`src/rtl/sndx_pkg.sv`:
```
// Soundex encoder package: item and result types, letter code table.
// No dependencies; used by sndx_front, sndx_back and soundex_encoder_core.
`default_nettype none

package sndx_pkg;

   localparam logic [2:0] CODE_SEPARATOR   = 3'd0;
   localparam logic [2:0] CODE_TRANSPARENT = 3'd7;
   localparam logic [6:0] ASCII_UPPER_A    = 7'd65;

   typedef struct packed {
      logic       last;
      logic       letter;
      logic [4:0] idx;
      logic [2:0] code;
   } item_type;

   typedef struct packed {
      logic [6:0] lead_letter;
      logic [2:0] digit_one;
      logic [2:0] digit_two;
      logic [2:0] digit_three;
      logic       no_letters;
   } result_type;

   function automatic logic [2:0] letter_code(input logic [4:0] idx);
      logic [2:0] code;
      case (idx)
         5'd1, 5'd5, 5'd15, 5'd21:                          code = 3'd1;
         5'd2, 5'd6, 5'd9, 5'd10, 5'd16, 5'd18, 5'd23, 5'd25: code = 3'd2;
         5'd3, 5'd19:                                       code = 3'd3;
         5'd11:                                             code = 3'd4;
         5'd12, 5'd13:                                      code = 3'd5;
         5'd17:                                             code = 3'd6;
         5'd7, 5'd22:                                       code = CODE_TRANSPARENT;
         default:                                           code = CODE_SEPARATOR;
      endcase
      return code;
   endfunction

endpackage

`default_nettype wire

```
`src/rtl/sndx_queue.sv`:
```
// Small first-in first-out queue of packed words.
// Generic; used between front and back and at the result side.
`default_nettype none

module sndx_queue #(
   parameter int WIDTH      = 16,
   parameter int DEPTH_LOG2 = 2
) (
   input  wire logic             clock,
   input  wire logic             reset,
   input  wire logic             push,
   input  wire logic [WIDTH-1:0] wdata,
   output logic                  full,
   input  wire logic             pop,
   output logic      [WIDTH-1:0] rdata,
   output logic                  empty
);

   localparam int DEPTH = 1 << DEPTH_LOG2;

   logic [WIDTH-1:0]  mem_ff [DEPTH];
   logic [DEPTH_LOG2:0] wptr_ff, wptr_in;
   logic [DEPTH_LOG2:0] rptr_ff, rptr_in;
   logic do_push, do_pop;

   assign empty = (wptr_ff == rptr_ff);
   assign full  = (wptr_ff[DEPTH_LOG2] != rptr_ff[DEPTH_LOG2]) &&
                  (wptr_ff[DEPTH_LOG2-1:0] == rptr_ff[DEPTH_LOG2-1:0]);
   assign do_push = push && !full;
   assign do_pop  = pop && !empty;
   assign rdata   = mem_ff[rptr_ff[DEPTH_LOG2-1:0]];

   always_comb begin
      wptr_in = wptr_ff + (DEPTH_LOG2+1)'(do_push);
      rptr_in = rptr_ff + (DEPTH_LOG2+1)'(do_pop);
   end

   always_ff @(posedge clock) begin
      if (reset) begin
         wptr_ff <= '0;
         rptr_ff <= '0;
      end else begin
         wptr_ff <= wptr_in;
         rptr_ff <= rptr_in;
      end
   end

   always_ff @(posedge clock) begin
      if (do_push) begin
         mem_ff[wptr_ff[DEPTH_LOG2-1:0]] <= wdata;
      end
   end

endmodule

`default_nettype wire

```
`src/rtl/sndx_front.sv`:
```
// Front end: folds case, flags non-letters and looks up the Soundex code.
// Depends on sndx_pkg.
`default_nettype none

module sndx_front (
   input  wire logic [7:0]  char_in,
   input  wire logic        last_char,
   output sndx_pkg::item_type item
);

   always_comb begin
      item.last   = last_char;
      item.letter = (char_in inside {[8'h41:8'h5A], [8'h61:8'h7A]});
      item.idx    = char_in[4:0] - 5'd1;
      item.code   = sndx_pkg::letter_code(item.idx);
   end

endmodule

`default_nettype wire

```
`src/rtl/sndx_back.sv`:
```
// Back end: run collapsing, digit collection and result assembly.
// Depends on sndx_pkg.
`default_nettype none

module sndx_back #(
   parameter int CODE_DIGITS = 3
) (
   input  wire logic                 clock,
   input  wire logic                 reset,
   input  wire logic                 in_empty,
   input  wire sndx_pkg::item_type   in_item,
   output logic                      in_pop,
   input  wire logic                 out_full,
   output logic                      out_push,
   output sndx_pkg::result_type      out_result
);

   localparam int CW = $clog2(CODE_DIGITS + 1);

   logic          have_lead_ff, have_lead_in, have_lead_upd;
   logic [4:0]    lead_ff, lead_in, lead_upd;
   logic [2:0]    prev_ff, prev_in, prev_upd;
   logic [CW-1:0] count_ff, count_in, count_upd;
   logic [2:0]    store_ff [CODE_DIGITS];
   logic [2:0]    store_in [CODE_DIGITS];
   logic [2:0]    digit_out [3];
   logic          take, add;

   assign take     = !in_empty && !out_full;
   assign in_pop   = take;
   assign out_push = take && in_item.last;

   always_comb begin
      have_lead_upd = have_lead_ff;
      lead_upd      = lead_ff;
      prev_upd      = prev_ff;
      count_upd     = count_ff;
      add           = 1'b0;
      if (take && in_item.letter) begin
         if (!have_lead_ff) begin
            have_lead_upd = 1'b1;
            lead_upd      = in_item.idx;
            if (in_item.code != sndx_pkg::CODE_TRANSPARENT) begin
               prev_upd = in_item.code;
            end
         end else if (in_item.code != sndx_pkg::CODE_TRANSPARENT) begin
            add = (in_item.code != sndx_pkg::CODE_SEPARATOR) &&
                  (in_item.code != prev_ff) && (count_ff < CW'(CODE_DIGITS));
            if (add) begin
               count_upd = count_ff + CW'(1);
            end
            prev_upd = in_item.code;
         end
      end
      for (int k = 0; k < CODE_DIGITS; k++) begin
         store_in[k] = (add && count_ff == CW'(k)) ? in_item.code : store_ff[k];
      end
   end

   for (genvar g = 0; g < 3; g++) begin : g_digit
      if (g < CODE_DIGITS) begin : g_used
         assign digit_out[g] = (count_upd > CW'(g)) ? store_in[g] : 3'd0;
      end else begin : g_pad
         assign digit_out[g] = 3'd0;
      end
   end

   always_comb begin
      if (have_lead_upd) begin
         out_result.lead_letter = sndx_pkg::ASCII_UPPER_A + {2'b00, lead_upd};
         out_result.digit_one   = digit_out[0];
         out_result.digit_two   = digit_out[1];
         out_result.digit_three = digit_out[2];
         out_result.no_letters  = 1'b0;
      end else begin
         out_result = '0;
         out_result.no_letters = 1'b1;
      end
   end

   always_comb begin
      if (out_push) begin
         have_lead_in = 1'b0;
         lead_in      = '0;
         prev_in      = sndx_pkg::CODE_SEPARATOR;
         count_in     = '0;
      end else begin
         have_lead_in = have_lead_upd;
         lead_in      = lead_upd;
         prev_in      = prev_upd;
         count_in     = count_upd;
      end
   end

   always_ff @(posedge clock) begin
      if (reset) begin
         have_lead_ff <= 1'b0;
         lead_ff      <= '0;
         prev_ff      <= sndx_pkg::CODE_SEPARATOR;
         count_ff     <= '0;
      end else begin
         have_lead_ff <= have_lead_in;
         lead_ff      <= lead_in;
         prev_ff      <= prev_in;
         count_ff     <= count_in;
      end
   end

   always_ff @(posedge clock) begin
      for (int k = 0; k < CODE_DIGITS; k++) begin
         store_ff[k] <= store_in[k];
      end
   end

endmodule

`default_nettype wire

```
`src/rtl/soundex_encoder_core.sv`:
```
// Soundex encoder top level: front end, item queue, back end, result queue.
// Depends on sndx_pkg, sndx_front, sndx_queue and sndx_back.
// One byte per cycle while full is low; a result is registered in the result queue.
// The back end updates its run state once per cycle from a queued item if results have room.
// Reset is synchronous, active high, and empties both queues and clears the state.
`default_nettype none

module soundex_encoder_core #(
   parameter int CODE_DIGITS = 3
) (
   input  wire logic       clock,
   input  wire logic       reset,
   input  wire logic       push,
   output logic            full,
   input  wire logic [7:0] req_char_in,
   input  wire logic       req_last_char,
   output logic            empty,
   input  wire logic       pop,
   output logic [6:0]      rsp_lead_letter,
   output logic [2:0]      rsp_digit_one,
   output logic [2:0]      rsp_digit_two,
   output logic [2:0]      rsp_digit_three,
   output logic            rsp_no_letters
);

   localparam int ItemWidth   = $bits(sndx_pkg::item_type);
   localparam int ResultWidth = $bits(sndx_pkg::result_type);

   sndx_pkg::item_type   front_item, back_item;
   sndx_pkg::result_type back_result, rsp_result;
   logic item_empty, item_pop, res_full, res_push;

   sndx_front u_front (
      .char_in   (req_char_in),
      .last_char (req_last_char),
      .item      (front_item)
   );

   sndx_queue #(.WIDTH(ItemWidth), .DEPTH_LOG2(2)) u_item_queue (
      .clock (clock),
      .reset (reset),
      .push  (push),
      .wdata (front_item),
      .full  (full),
      .pop   (item_pop),
      .rdata (back_item),
      .empty (item_empty)
   );

   sndx_back #(.CODE_DIGITS(CODE_DIGITS)) u_back (
      .clock      (clock),
      .reset      (reset),
      .in_empty   (item_empty),
      .in_item    (back_item),
      .in_pop     (item_pop),
      .out_full   (res_full),
      .out_push   (res_push),
      .out_result (back_result)
   );

   sndx_queue #(.WIDTH(ResultWidth), .DEPTH_LOG2(1)) u_result_queue (
      .clock (clock),
      .reset (reset),
      .push  (res_push),
      .wdata (back_result),
      .full  (res_full),
      .pop   (pop),
      .rdata (rsp_result),
      .empty (empty)
   );

   assign rsp_lead_letter = rsp_result.lead_letter;
   assign rsp_digit_one   = rsp_result.digit_one;
   assign rsp_digit_two   = rsp_result.digit_two;
   assign rsp_digit_three = rsp_result.digit_three;
   assign rsp_no_letters  = rsp_result.no_letters;

`ifndef SYNTHESIS
   a_reset_empties : assert property (@(posedge clock)
      reset |=> (empty && !full))
      else $error("queues not empty after reset");

   a_no_letters_zero : assert property (@(posedge clock) disable iff (reset)
      (!empty && rsp_no_letters) |-> (rsp_lead_letter == 7'd0 &&
         rsp_digit_one == 3'd0 && rsp_digit_two == 3'd0 && rsp_digit_three == 3'd0))
      else $error("letterless result carries nonzero fields");

   a_lead_is_letter : assert property (@(posedge clock) disable iff (reset)
      (!empty && !rsp_no_letters) |-> (rsp_lead_letter >= 7'd65 &&
         rsp_lead_letter <= 7'd90))
      else $error("lead letter outside A to Z");

   a_digit_range : assert property (@(posedge clock) disable iff (reset)
      !empty |-> (rsp_digit_one != 3'd7 && rsp_digit_two != 3'd7 &&
         rsp_digit_three != 3'd7))
      else $error("digit holds the transparent code");
`endif

endmodule

`default_nettype wire

```
`config.mk`:
```
export PLATFORM = sky130hd
export DESIGN_NAME = soundex_encoder_core
export DESIGN_NICKNAME = d
export VERILOG_FILES = /design/src/rtl/sndx_pkg.sv /design/src/rtl/sndx_queue.sv /design/src/rtl/sndx_front.sv /design/src/rtl/sndx_back.sv /design/src/rtl/soundex_encoder_core.sv
export SDC_FILE = /design/constraint.sdc
export NUM_CORES = 1
export LEC_CHECK = 0
export BUFFER_PORTS_ARGS = -buffer_cell sky130_fd_sc_hd__buf_4
export CAP_MARGIN = 20
export CORE_MARGIN = 10
export CORE_UTILIZATION = 60
export CTS_CLUSTER_SIZE = 24
export DETAILED_ROUTE_END_ITERATION = 10
export GPL_TIMING_DRIVEN = 0
export PLACE_DENSITY = 0.79
export SLEW_MARGIN = 30
export SYNTH_ARGS = -nofsm -noshare
export SYNTH_HDL_FRONTEND = slang
export SYNTH_SLANG_ARGS = --single-unit
```
`constraint.sdc`:
```
create_clock -name clock -period 3.14 [get_ports clock]
set_input_delay 0.628 -clock clock [delete_from_list [all_inputs] [get_ports clock]]
set_output_delay 0.628 -clock clock [all_outputs]
set_load 0.005 [all_outputs]
```
## Word-level counts from Yosys, hierarchy flattened

Memories as Yosys holds them, arrays and structs flattened. A register that Yosys moved wholly into a read port is not among the register bits.
Index checks and enable logic that the tools add are counted.

| storage, ports and cells | value |
|---|---|
| logic and storage cells | 85 |
| bits in latches | 0 |
| memory bits (read-only) | 96 |
| output and inout port bits | 19 |
| register bits after elaboration | 21 |
| memories | 4 |
| RAM bits | 83 |

Memory list:

| name | depth | width | rd ports | clocked after Yosys merged registers in | write ports | line | RTL |
|---|---|---|---|---|---|---|---|
| (no name shown) | 32 | 3 | 1 | 0 | 0 | sndx_pkg.sv:28 | `case (idx)` |
| u_item_queue.mem_ff | 4 | 10 | 1 | 1 | 1 | sndx_queue.sv:21 | `logic [WIDTH-1:0] mem_ff [DEPTH];` |
| u_result_queue.mem_ff | 2 | 17 | 1 | 1 | 1 | sndx_queue.sv:21 |  |
| u_back.store_ff | 3 | 3 | 3 | 0 | 3 | sndx_back.sv:24 | `logic [2:0] store_ff [CODE_DIGITS];` |

| cells by class | value |
|---|---|
| mux-type cells | 23 |
| order comparisons | 8 |
| shift-type cells | 0 |
| $mul | 0 |
| equality and inequality tests | 10 |
| divide/modulo/power cells | 0 |
| bitwise logic cells | 0 |
| add/sub/neg operators | 7 |
| reductions and logical operators | 25 |

Operators by type and width:

| operator | count |
|---|---|
| two-way mux 3 bit | 6 |
| two-way mux 17 bit | 1 |
| greater-or-equal comparator 8 x 7 -> 1 bit, second input constant | 2 |
| less-or-equal comparator 8 x 7 -> 1 bit, second input constant | 2 |
| logical AND 1 bit | 16 |
| two-way mux 2 bit | 5 |
| two-way mux 5 bit | 2 |
| two-way mux 1 bit | 9 |
| adder 7 x 5 -> 7 bit, first input constant | 1 |
| adder 3 x 1 -> 3 bit | 2 |
| subtractor 5 x 1 -> 5 bit, second input constant | 1 |
| adder 2 x 1 -> 2 bit | 2 |
| == test 2 bit | 2 |
| > comparator 2 x 1 -> 1 bit, second input constant | 2 |
| logical NOT 1 bit | 4 |
| == test 3 bit | 1 |
| != test 3 bit | 1 |
| != test 3 bit, second input constant | 1 |
| nonzero test 3 bit | 1 |
| adder 2 x 1 -> 2 bit, second input constant | 1 |
| == test 2 x 1 -> 1 bit, second input constant | 1 |
| == test 2 bit, second input constant | 1 |
| > comparator 2 bit, second input constant | 1 |
| logical NOT 2 bit | 1 |
| 6 further kinds | 7 |

## Longest topological paths before layout

| depth | value |
|---|---|
| depth after elaboration | 10 |
| mapped depth | 10 |
| gate-level depth less buffers | 9 |

## By module

Synthesis repeated with hierarchy kept, for this count alone.

| unflattened totals | value |
|---|---|
| cell total of the unflattened synthesis | 353 |
| area total of the unflattened synthesis | 5031.1 µm² |

Modules (own cells, without submodules):

| module | cells an instance | area each (µm²) | times used |
|---|---|---|---|
| sndx_queue (u_item_queue) | 89 | 1836.8 | 1 |
| sndx_queue (u_result_queue) | 75 | 1491.4 | 1 |
| sndx_back | 150 | 1386.3 | 1 |
| sndx_front | 39 | 316.6 | 1 |

## Least setup slack after synthesis

OpenSTA, ideal clock, no wires.

| timing | value |
|---|---|
| path kind | register to register |
| from | register u_item_queue.rptr_ff[0] |
| to | memory u_result_queue.mem_ff[0][5] in the netlist's numbering, data pin |
| required time | 2.864 ns |
| cell stages (with the launch flop) | 8 |
| period minus slack after synthesis | 2.583 ns |
| setup slack | 0.557 ns |
| buffers on the path | 1 |
| data arrival time | 2.307 ns |
| cell sequence | dfxtp_1 buf_6 mux4_2 and3_4 nor4_4 nand3_1 mux2_2 nor3b_2 |

RTL lines:

| item | line | RTL |
|---|---|---|
| start: declaration | sndx_queue.sv:23 | `logic [DEPTH_LOG2:0] rptr_ff, rptr_in;` |
| start signal: assignment | sndx_queue.sv:44 | `rptr_ff <= rptr_in;` |
| end: declaration | sndx_queue.sv:21 |  |

==> metrics.md <==
| Metric | Value |
|---|---|
| Run status | finished, final reports clean |
| DRT Pass-1 Iters | 4 |
| Overflow after GRT | 0 |
| Count leader, synth | edfxtp_1 |
| Post-synthesis cell area | 0.004698 mm^2 |
| Final Power | 4.165 mW |
| Crit-path slowest cell | mux4_2 |
| Asr flop ratio synth | 0% |
| Post-synth top area share | 47.30% |
| Post-synthesis net count | 349 |
| Avg Inst Size Synth | 14.73 um^2 |
| Post-synth top cells | edfxtp_1, dfxtp_1, mux2_2 |
| Die area | 0.01177 mm^2 |
| Slew Viols, Final | 0 |
| ANT nets after route | 0 |
| P_leak | 1.939 nW |
| Post-Route WL | 7795 um |
| Final net count | 392 |
| Critical path buffers and inverters | 1 |
| Share of layout cells above drive strength 1 | 26.70% |
| Grt met1 use | 16.87% |
| Max-slew headroom | 46.61% |
| Crit end category | flip-flop |
| Synthesis Warnings | 0 |
| Area growth syn-to-layout | 12.30% |
| # diodes | 0 |
| Clock network fraction of total power | 19.9% |
| Comb pwr share | 34.5% |
| Pin count of the biggest net entering global routing | 19 |
| Largest area contributor in the netlist | edfxtp_1 |
| H-tree levels | 3 |
| Sw frac | 31.51% |
| Library cells used by synthesis | 50 |
| Largest family of logic cells by synthesized area | multiplexers |
| Number of synthesized flops with an enable pin | 74 |
| Chip width | 108.5 um |
| CTS root buf | clkbuf_8 |
| GR peak layer | met2 |
| CTS tree | yes |
| Worst setup path startpoint | u_item_queue.rptr_ff[0] |
| Synth Flop Type | edfxtp_1 |
| Min Tclk post-route | 2.930 ns |
| Vias in the first global route | 2560 |
| GP Congestion | 0.8339 |
| Reg2reg path depth | 7 |
| FF+latch count, synth | 104 |
| Max VDD drop | 0.0003415 V |
| Fin. Hold Viols | 0 |
| HPWL Detailed | 5485 um |
| DRT iter0 DRCs | 79 |
| Reg area | 0.002823 mm^2 |
| Global-route wire length before repair | 12850 um |
| # fillers | 543 |
| CP max FO | 10 |
| Worst Path Class, Setup | reg -> reg |
| CTS Buf Count | 9 |
| Worst path cell trace | buf_6 -> mux4_2 -> and3_4 -> nor4_4 -> nand3_1 -> mux2_2 -> nor3b_2 |
| Setup_tns | 0 ns |
| Initial antenna violation count | 0 |
| Gr usage total | 14.00% |
| Via count | 2643 |
| Complex-gate fraction of the synthesized area | 5.593% |
| Hold Path End | u_item_queue.mem_ff[0][9] |
| Peak Freq | 341.3 MHz |
| Hold Path Cell Cnt | 1 |
| Worst Path Arrival | 3.01 ns |
| Mux cell area share after synthesis | 14.57% |
| Worst min-delay path category | in -> reg |
| Chip height | 108.5 um |
| DR vias/cell | 5.635 |
| Core area | 0.007687 mm^2 |
| FP Rows | 32 |
| Post-CTS Hold Buffers | 0 |
| Area share of fa/ha/maj cells after synthesis | 4.527% |
| CP delay by family, top | simple AND/OR/NAND/NOR gates |
| Clk buf depth | 2 |
| Routed len/inst | 16.62 um |
| Crit path largest cell delay | 0.66 ns |
| Net load switching power | 1.312 mW |
| Worst Skew | 0.01279 ns |
| Internal power | 2.852 mW |
| Post-Synth Simple-Gate Area | 9.401% |
| Unrepaired setup endpoints after global routing | no |
| Multi-input gate area | 0.001790 mm^2 |
| DRC | 0 |
| I/O pin cnt | 32 |
| Startpoint types | flip-flop |
| Initial core utilization | 61.12% |
| PortBufs | 31 |
| Worst r2r src | u_item_queue.rptr_ff[0] |
| Pin slew with the least headroom to its limit | 0.8008 ns |
| Clk pin slew, worst setup/hold paths | 0.09 ns |
| Hold Path Origin | req_last_char |
| Final worst-path cycle share | 93.31% |
| Post-CTS Setup Repair Bufs | 0 |
| Skew-Pair Late Insertion Delay | 0.36 ns |
| GR met2 Demand/Resource | 23.97% |
| Top post-synthesis cells by area | edfxtp_1, dfxtp_1, mux2_2 |
| Register share of total power | 45.7% |
| Final Setup Violations | 0 |
| Synth Area in XOR/XNOR | 3.728% |
| Max_cap viols | 0 |
| R2R Setup Slk | 0.21 ns |
| Met3 Use GR | 2.617% |
| Seq/Total Area, Yosys | 60.08% |
| Post-Syn Instances | 319 |
| Cell Pwr Density | 789.3 mW/mm^2 |
| CTS sink count | 104 |
| Critical Path RT | 3.22 ns |
| Worst R2R End | u_result_queue.mem_ff[0][5] |
==> cell families after synthesis <==
family | Yosys count
AO/OA/AOI/OAI | 29
XOR/XNOR | 20
adder cells (fa/ha/maj) | 17
buffers and inverters | 23
flip-flops | 104
multiplexers | 50
AND/OR/NAND/NOR | 76
==> layout make-up <==
class                      instances  area share [%]
inverter                          15           1.067
clock inverter                     5           1.043
timing repair buffer              32           4.553
buffer                             8          0.8063
multi-input combinational        192           33.93
clock buffer                      11           2.680
sequential                       104           53.50
tap                              102           2.419
==> state kept, by name, indices dropped and copies added, names as in the netlist <==
name                    flops
u_item_queue.mem_ff        40
u_result_queue.mem_ff      34
u_back.store_ff             9
u_back.lead_ff              5
u_back.prev_ff              3
u_item_queue.rptr_ff        3
u_item_queue.wptr_ff        3
u_back.count_ff             2
u_result_queue.rptr_ff      2
u_result_queue.wptr_ff      2
u_back.have_lead_ff         1
==> power by group through the flow <==
stage	clock network [mW]	registers (mW)	logic [mW]
after floorplan	0	1.90	1.00
after global placement	0	1.92	1.40
after detailed placement	0	1.94	1.43
after CTS	0.841	1.90	1.44
after global routing	0.891	1.92	1.59
final	0.827	1.90	1.44
==> layout by cell type (no fill, tap or decap), types with 9 or more instances in the layout <==
| cell type | synthesis | layout |
|---|---|---|
| buf_4 | 1 | 33 |
| nand2_1 | 9 | 9 |
| clkbuf_8 | 0 | 10 |
| dfxtp_1 | 30 | 30 |
| mux2i_1 | 11 | 11 |
| nor2_1 | 20 | 19 |
| inv_1 | 15 | 15 |
| edfxtp_1 | 74 | 74 |
| xnor2_1 | 13 | 13 |
| ha_1 | 17 | 17 |
| mux2_2 | 29 | 29 |
| nand3_1 | 9 | 9 |
==> worst max path at each step <==
stage	slack, ns	end	cells past startpoint
after floorplan	0.56	u_result_queue.mem_ff[0][5]	7
after global routing	0.02	u_result_queue.mem_ff[1][5]	7
after global placement	0.26	u_result_queue.mem_ff[1][14]	9
after CTS	0.16	u_result_queue.mem_ff[1][12]	8
after detailed placement	0.22	u_result_queue.mem_ff[1][12]	8
final	0.21	u_result_queue.mem_ff[0][5]	7
==> routing by layer <==
metal  vias to the layer above  share of wire [%]
met3                        10                4.5
met5                         -                  0
met1                      1284                 44
li1                       1294                  -
met2                        55                 50
met4                         0                1.6
==> stage by stage <==
stage          utilization [%]  area [um^2]  hold WS, ns  instances  worst slack [ns]
2_1_floorplan                -         4698       0.4291        319            0.5573
3_3_place_gp             65.80         5059       0.4414        452            0.2552
3_5_place_dp             65.97         5071       0.4659        453            0.2160
4_1_cts                  68.52         5268       0.4474        469            0.1575
5_1_grt                  68.64         5276       0.4594        469           0.02177
6_report                 68.64         5276       0.4607        469            0.2100
==> timing repair <==
action / in CTS / in global routing
endpoints found under the setup margin: 0 / 2
resized for setup: 0 / 1
hold endpoints to repair: 0 / 0
No activity file was read; power rests on OpenSTA's default activity.
